**src/sv/smooth_weighted_round_robin_unit_assert.svh**
```systemverilog
// Assertion macros for the smooth weighted round-robin unit.
`ifndef SMOOTH_WEIGHTED_ROUND_ROBIN_UNIT_ASSERT_SVH
`define SMOOTH_WEIGHTED_ROUND_ROBIN_UNIT_ASSERT_SVH

// Same-cycle implication, checked out of reset.
`define SWRR_ASSERT_NOW(label, ante, cons) \
    label: assert property (@(posedge clk) disable iff (!rst_n) (ante) |-> (cons)) \
        else $error("swrr assertion failed");

// Next-cycle implication, checked out of reset.
`define SWRR_ASSERT_NEXT(label, ante, cons) \
    label: assert property (@(posedge clk) disable iff (!rst_n) (ante) |=> (cons)) \
        else $error("swrr assertion failed");

`endif

```
**src/sv/swrr_pkg.sv**
```systemverilog
// Shared types and constants for the smooth weighted round-robin unit.
package swrr_pkg;

    localparam int ENDPOINTS = 8;
    localparam int SLOTS     = 8;
    localparam int IDX_W     = 3;
    localparam int CNT_W     = 4;
    localparam int WGT_W     = 8;
    localparam int RW_W      = 13;
    localparam int TOTAL_W   = 12;

    localparam logic signed [RW_W-1:0] RW_MAX = 13'sd4095;
    localparam logic signed [RW_W-1:0] RW_MIN = -13'sd4096;

    localparam logic [CNT_W-1:0] CNT_MAX = CNT_W'(ENDPOINTS);

    typedef logic signed [RW_W-1:0] rw_t;

    typedef enum logic [1:0] {
        KIND_PICK   = 2'd0,
        KIND_UNHLTH = 2'd1,
        KIND_HLTH   = 2'd2,
        KIND_NONE   = 2'd3
    } kind_t;

    typedef enum logic [1:0] {
        REG_WEIGHTS = 2'd0,
        REG_COUNT   = 2'd1,
        REG_HEALTH  = 2'd2,
        REG_NONE    = 2'd3
    } reg_idx_t;

    typedef enum logic [2:0] {
        S_IDLE = 3'b001,
        S_SCAN = 3'b010,
        S_SUB  = 3'b100
    } state_t;

endpackage

```
**src/sv/swrr_alu.sv**
```systemverilog
// Shared saturating adder used for both weight adds and the winner subtract.
module swrr_alu
    import swrr_pkg::*;
(
    input  rw_t a,
    input  rw_t b,
    output rw_t sum
);

    logic signed [RW_W:0] wide;

    always_comb
    begin
        wide = {a[RW_W-1], a} + {b[RW_W-1], b};
        priority if (wide > $signed({RW_MAX[RW_W-1], RW_MAX}))
        begin
            sum = RW_MAX;
        end
        else if (wide < $signed({RW_MIN[RW_W-1], RW_MIN}))
        begin
            sum = RW_MIN;
        end
        else
        begin
            sum = wide[RW_W-1:0];
        end
    end

endmodule

```
**src/sv/smooth_weighted_round_robin_unit.sv**
```systemverilog
// Top level of the smooth weighted round-robin selector: sequencer and state.
//
// Input channel (in_valid/in_ready, kind, endpoint): one beat per item.
// Mark items (kind 1 clear health, kind 2 set health) finish at the accept
// edge and give no result; kind 3 is dropped. A pick walks the endpoints in
// use one per cycle through a single saturating adder, tracking the largest
// running weight, then subtracts the healthy-weight sum from the winner in
// the subtract state. A pick holds in_ready low through its scan and
// subtract states, the scan covering the effective endpoint count N (1..8),
// and its result beat (out_valid, found, chosen) is registered as it leaves
// the subtract state, so a new item waits until the pick is done.
// The result sits in an output register; a new item is accepted while it
// waits. If the receiver stalls, a following pick holds in its subtract
// state until the output register frees up.
// Config channel (cfg_valid/cfg_ready, cfg_index, cfg_data) is always ready;
// write only while idle. Index 2 reloads the health mask.
// Reset: weights all 1, count 8, all healthy, running weights 0, no result.
module smooth_weighted_round_robin_unit
    import swrr_pkg::*;
(
    input  logic               clk,
    input  logic               rst_n,
    input  logic               in_valid,
    output logic               in_ready,
    input  logic [1:0]         kind,
    input  logic [IDX_W-1:0]   endpoint,
    output logic               out_valid,
    input  logic               out_ready,
    output logic               found,
    output logic [IDX_W-1:0]   chosen,
    input  logic               cfg_valid,
    output logic               cfg_ready,
    input  logic [1:0]         cfg_index,
    input  logic [63:0]        cfg_data
);

    `include "smooth_weighted_round_robin_unit_assert.svh"

    logic [SLOTS*WGT_W-1:0] weights_reg;
    logic [CNT_W-1:0]       count_reg;
    logic [SLOTS-1:0]       health_reg;
    rw_t                    rw_reg [SLOTS];

    state_t                 state_reg, state_next;
    logic [IDX_W-1:0]       idx_reg, idx_next;
    logic [TOTAL_W-1:0]     total_reg, total_next;
    logic                   best_ok_reg, best_ok_next;
    logic [IDX_W-1:0]       best_idx_reg, best_idx_next;
    rw_t                    best_val_reg, best_val_next;

    logic                   out_valid_reg, out_valid_next;
    logic                   found_reg, found_next;
    logic [IDX_W-1:0]       chosen_reg, chosen_next;

    logic [CNT_W-1:0]       n_eff;
    logic                   in_acc;
    logic                   cfg_acc;
    logic                   out_free;
    logic [IDX_W-1:0]       rd_addr;
    rw_t                    rd_data;
    logic [WGT_W-1:0]       w_raw;
    logic [WGT_W-1:0]       w_eff;
    rw_t                    alu_b;
    rw_t                    alu_sum;
    logic                   rw_we;
    logic                   last_idx;

    assign in_ready  = (state_reg == S_IDLE);
    assign cfg_ready = 1'b1;
    assign in_acc    = in_valid && in_ready;
    assign cfg_acc   = cfg_valid && cfg_ready;
    assign out_free  = !out_valid_reg || out_ready;

    assign out_valid = out_valid_reg;
    assign found     = found_reg;
    assign chosen    = chosen_reg;

    always_comb
    begin
        priority if (count_reg == '0)
        begin
            n_eff = CNT_W'(1);
        end
        else if (count_reg > CNT_MAX)
        begin
            n_eff = CNT_MAX;
        end
        else
        begin
            n_eff = count_reg;
        end
    end

    // one read port into the running weights: scan index, or winner at the end
    assign rd_addr  = (state_reg == S_SUB) ? best_idx_reg : idx_reg;
    assign rd_data  = rw_reg[rd_addr];
    assign w_raw    = weights_reg[WGT_W*idx_reg +: WGT_W];
    assign w_eff    = (w_raw == '0) ? WGT_W'(1) : w_raw;
    assign last_idx = ({1'b0, idx_reg} == (n_eff - CNT_W'(1)));

    always_comb
    begin
        if (state_reg == S_SUB)
        begin
            alu_b = -$signed({1'b0, total_reg});
        end
        else
        begin
            alu_b = $signed({{(RW_W-WGT_W){1'b0}}, w_eff});
        end
    end

    swrr_alu u_alu
    (
        .a   (rd_data),
        .b   (alu_b),
        .sum (alu_sum)
    );

    always_comb
    begin
        state_next     = state_reg;
        idx_next       = idx_reg;
        total_next     = total_reg;
        best_ok_next   = best_ok_reg;
        best_idx_next  = best_idx_reg;
        best_val_next  = best_val_reg;
        out_valid_next = out_valid_reg && !out_ready;
        found_next     = found_reg;
        chosen_next    = chosen_reg;
        rw_we          = 1'b0;

        unique case (state_reg)
            S_IDLE:
            begin
                if (in_acc && kind == KIND_PICK)
                begin
                    state_next    = S_SCAN;
                    idx_next      = '0;
                    total_next    = '0;
                    best_ok_next  = 1'b0;
                    best_idx_next = '0;
                end
            end
            S_SCAN:
            begin
                if (health_reg[idx_reg])
                begin
                    rw_we      = 1'b1;
                    total_next = total_reg + TOTAL_W'(w_eff);
                    if (!best_ok_reg || alu_sum > best_val_reg)
                    begin
                        best_ok_next  = 1'b1;
                        best_idx_next = idx_reg;
                        best_val_next = alu_sum;
                    end
                end
                if (last_idx)
                begin
                    state_next = S_SUB;
                end
                else
                begin
                    idx_next = idx_reg + IDX_W'(1);
                end
            end
            S_SUB:
            begin
                if (out_free)
                begin
                    rw_we          = best_ok_reg;
                    out_valid_next = 1'b1;
                    found_next     = best_ok_reg;
                    chosen_next    = best_ok_reg ? best_idx_reg : '0;
                    state_next     = S_IDLE;
                end
            end
            default:
            begin
                state_next = S_IDLE;
            end
        endcase
    end

    always_ff @(posedge clk or negedge rst_n)
    begin
        if (!rst_n)
        begin
            state_reg     <= S_IDLE;
            out_valid_reg <= 1'b0;
            weights_reg   <= {SLOTS{WGT_W'(1)}};
            count_reg     <= CNT_MAX;
            health_reg    <= '1;
            for (int i = 0; i < SLOTS; i++)
            begin
                rw_reg[i] <= '0;
            end
        end
        else
        begin
            state_reg     <= state_next;
            out_valid_reg <= out_valid_next;
            if (rw_we)
            begin
                rw_reg[rd_addr] <= alu_sum;
            end
            if (cfg_acc)
            begin
                unique case (reg_idx_t'(cfg_index))
                    REG_WEIGHTS: weights_reg <= cfg_data;
                    REG_COUNT:   count_reg   <= cfg_data[CNT_W-1:0];
                    REG_HEALTH:  health_reg  <= cfg_data[SLOTS-1:0];
                    REG_NONE:    ;
                    default:     ;
                endcase
            end
            else if (in_acc && ({1'b0, endpoint} < n_eff))
            begin
                if (kind == KIND_UNHLTH)
                begin
                    health_reg[endpoint] <= 1'b0;
                end
                else if (kind == KIND_HLTH)
                begin
                    health_reg[endpoint] <= 1'b1;
                end
            end
        end
    end

    always_ff @(posedge clk)
    begin
        idx_reg      <= idx_next;
        total_reg    <= total_next;
        best_ok_reg  <= best_ok_next;
        best_idx_reg <= best_idx_next;
        best_val_reg <= best_val_next;
        found_reg    <= found_next;
        chosen_reg   <= chosen_next;
    end

    `SWRR_ASSERT_NEXT(a_pick_busy, in_acc && kind == KIND_PICK, !in_ready)
    `SWRR_ASSERT_NEXT(a_sub_done, state_reg == S_SUB && out_free, in_ready && out_valid)
    `SWRR_ASSERT_NOW(a_scan_range, state_reg == S_SCAN, {1'b0, idx_reg} < n_eff)
    `SWRR_ASSERT_NOW(a_none_zero, out_valid && !found, chosen == '0)

endmodule

```
**config.mk**
```make
export PLATFORM = sky130hd
export DESIGN_NAME = smooth_weighted_round_robin_unit
export DESIGN_NICKNAME = d
export VERILOG_FILES = /design/src/sv/swrr_pkg.sv /design/src/sv/swrr_alu.sv /design/src/sv/smooth_weighted_round_robin_unit.sv
export VERILOG_INCLUDE_DIRS = /design/src /design/src/sv
export SDC_FILE = /design/constraint.sdc
export NUM_CORES = 1
export LEC_CHECK = 0
export BUFFER_PORTS_ARGS = -buffer_cell sky130_fd_sc_hd__buf_2
export CAP_MARGIN = 20
export CORE_ASPECT_RATIO = 2
export CORE_MARGIN = 2
export CORE_UTILIZATION = 61
export DETAILED_ROUTE_END_ITERATION = 12
export PLACE_DENSITY = 0.8
export SYNTH_ARGS = -nofsm -noshare
export SYNTH_HDL_FRONTEND = slang
export SYNTH_HIERARCHICAL = 1
export SYNTH_SLANG_ARGS = --single-unit
```
**constraint.sdc**
```tcl
create_clock -name clk -period 6.7 [get_ports clk]
set_input_delay 0 -clock clk [delete_from_list [all_inputs] [get_ports clk]]
set_output_delay 0 -clock clk [all_outputs]
set_load 0.02 [all_outputs]
```
==> qor.yml <==
grt_use_total: 0.326
io_pins: 83
drt_pass1_iterations: 6
instances_no_fill: 1563
cts_sinks: 220
syn_area_per_cell_um2: 11.1
path_clk_slew_ps: 70
required_ps: 6920
hold_start: "kind[1]"
htreeDepth: 1
routed_via_density: 6.30
p_leak_uw: 0.00673
final_util: 0.744
finalMaxSlewViolations: 0
dieArea_um2: 21300
start_kind: "flop"
drv_cap: 0
timing.final.hold_violations: 0
cp.arrival_ps: 6780
async_reset_ff_frac: 0.836
ys.flop_type: "dfrtp_1"
synth_most_common_cell: "mux2_2"
cts-root-buf: "clkbuf_16"
tns_ps: 0
yosysUniqueCellTypes: 72
crit_start: "idx_reg[2]$_SDFFCE_PN0P_"
vias: 9852
r2r_start: "idx_reg[2]$_SDFFCE_PN0P_"
io_buffer_count: 81
synth_top_area_share: 0.339
hp-class: "primary input to flop"
max_slew_margin: 0.278
place_inst: 1444
yosysTopAreaCell: "dfrtp_1"
wl_per_cell_um: 22.2
clk_path_buf_depth: 3
drt-initial-drc-count: 583
start_util: 0.619
vdd_drop_max_mv: 0.264
syn_area_um2: 12300
yosysWarnings: 6
drive_above_1_share: 0.326
largest_register_ffs: 104
status: "finished clean"
cp_max_fo: 13
synth-seq-area-share: 0.465
place_ws_ps: 26.6
final_antenna_net_count: 0
fill_cells: 1285
synth_fp_nets: 1224
max_clock_freq_mhz: 153
grt_pass1_vias: 10500
hpwl_um: 22300
synthTopCellsByCount: "mux2_2 (187), dfrtp_1 (166), nand2_1 (137)"
die_w_um: 104
synth_area_leaders: "dfrtp_1 (34%), mux2_2 (17%), edfxtp_1 (8.8%)"
grt-ovfl-total: 0
finalSetupViolCount: 0
cts_buffers: 20
final_nets: 1403
power.density_nw_per_um2: 254
antenna_found_initial: 1
timing.final.crit_share: 0.978
synth_edf_count: 36
synth_seq_cells: 220
fin_crit_ps: 6550
insertion_delay_ps: 520
crit_type: "flop to flop"
tightest_slew_ps: 1080
areaGrowthSynthToFinish_pct: 20.2
rrSetupSlack_ps: 150
core-area_um2: 19800
setup_ws_ps: 147
die_h_um: 205
drc: 0
finClkSkew_ps: 15.4
wl_um: 34700
place.gp.congestion: 0.951
row_count: 73
syn_inst: 1107
grt_max_degree: 105
end_kind: "flop"
cts_tree: "yes"
grt_pass1_wl_um: 54300
## layout make-up
| class | count | area, um2 | area share |
|---|---|---|---|
| repair buffers | 214 | 1670 | 0.113 |
| diodes | 1 | 2.50 | 0.000170 |
| flip-flops and latches | 220 | 5710 | 0.387 |
| multi-input cells | 791 | 6220 | 0.422 |
| inverters | 39 | 146 | 0.00992 |
| clock buffers | 29 | 606 | 0.0410 |
| clock inverters | 7 | 68.8 | 0.00466 |
| well taps | 262 | 328 | 0.0222 |
## stage by stage
step	hold slack (ps)	power, uW	instance area [um2]
2_1_floorplan	-296	2180	12300
3_3_place_gp	172	2430	13200
3_5_place_dp	168	2470	13200
4_1_cts	31.1	3690	14600
5_1_grt	109	3890	14800
6_report	67.0	3740	14800
## final timing paths
check / to / depth (start not counted)
setup / recovery: best_val_reg[8]$_DFFE_PP_ / 27
hold / removal: flop / 4
setup reg to reg: best_val_reg[8]$_DFFE_PP_ / 27
hold reg to reg: rw_reg[4]$_DFFE_PN0P_ / 1
max in group asynchronous: weights_reg[56]$_DFFE_PN1P_ / 4
min in group asynchronous: rw_reg[50]$_DFFE_PN0P_ / 2
## routing by layer
metal	track usage	wire length [um]	vias up
met5	0	0	-
met1	0.320	11000	4808
met3	0.0493	1930	194
li1	-	-	4354
met4	0.248	2910	0
met2	0.604	18800	496
## critical path: stages, from the launching register on
cell and delay (ps):
edfxtp_1 510, buf_4 210, or3_1 420, o211ai_1 130
nand4_1 140, or4_4 520, o41ai_4 290, mux2_4 210
ha_1 190, inv_1 70, fa_1 380, nand2b_1 200
a21oi_2 180, o21ai_1 140, o21a_1 250, buf_4 180
a21oi_4 230, buf_4 160, a22oi_2 70, ha_1 300
nand2b_1 80, a21oi_1 90, o31a_1 260, nor4_2 330
buf_4 180, mux2i_4 220, o21ba_2 170, buf_12 140
## cells by family after synthesis
| family | share of synthesized area |
|---|---|
| simple gates | 0.118 |
| buf+inv | 0.0351 |
| compound gates | 0.0875 |
| flops | 0.465 |
| xor+xnor | 0.0207 |
| fa+ha+maj | 0.0577 |
| mux | 0.216 |
| other cells | 0.000306 |
## layout by cell type, fill, tap and decap left out, types with 9 or more instances in the layout
| cell type | Yosys | routed |
|---|---|---|
| edfxtp_1 | 36 | 36 |
| o21ai_0 | 29 | 28 |
| xnor2_1 | 14 | 14 |
| a21o_1 | 13 | 13 |
| dfrtp_1 | 166 | 166 |
| mux4_2 | 15 | 15 |
| inv_1 | 38 | 38 |
| clkbuf_16 | 0 | 21 |
| buf_2 | 11 | 80 |
| buf_4 | 9 | 51 |
| xor2_1 | 15 | 15 |
| dfstp_2 | 18 | 18 |
| mux2_2 | 187 | 187 |
| maj3_1 | 9 | 9 |
| ha_1 | 39 | 39 |
| nor2_1 | 56 | 56 |
| dlygate4sd3_1 | 0 | 76 |
| nand2_1 | 137 | 137 |
| mux2i_1 | 19 | 15 |
| nand3_1 | 60 | 60 |
| a21oi_1 | 48 | 47 |
| or3_1 | 9 | 9 |
## power breakdown
group | internal, uW | switching (uW) | total [uW]
sequential | 1530 | 121 | 1650
combinational | 445 | 459 | 904
clock | 671 | 522 | 1190
## timing repair
| item | 4_1_cts | 5_1_grt |
|---|---|---|
| pin swaps | 0 | 4 |
| hold buffers | 76 | 0 |
| gates resized for setup | 0 | 12 |
| endpoints found under the hold margin | 177 | 0 |
| setup buffers | 1 | 4 |
| endpoints found under the setup margin | 13 | 17 |
No activity file was read; power rests on OpenSTA's default activity.
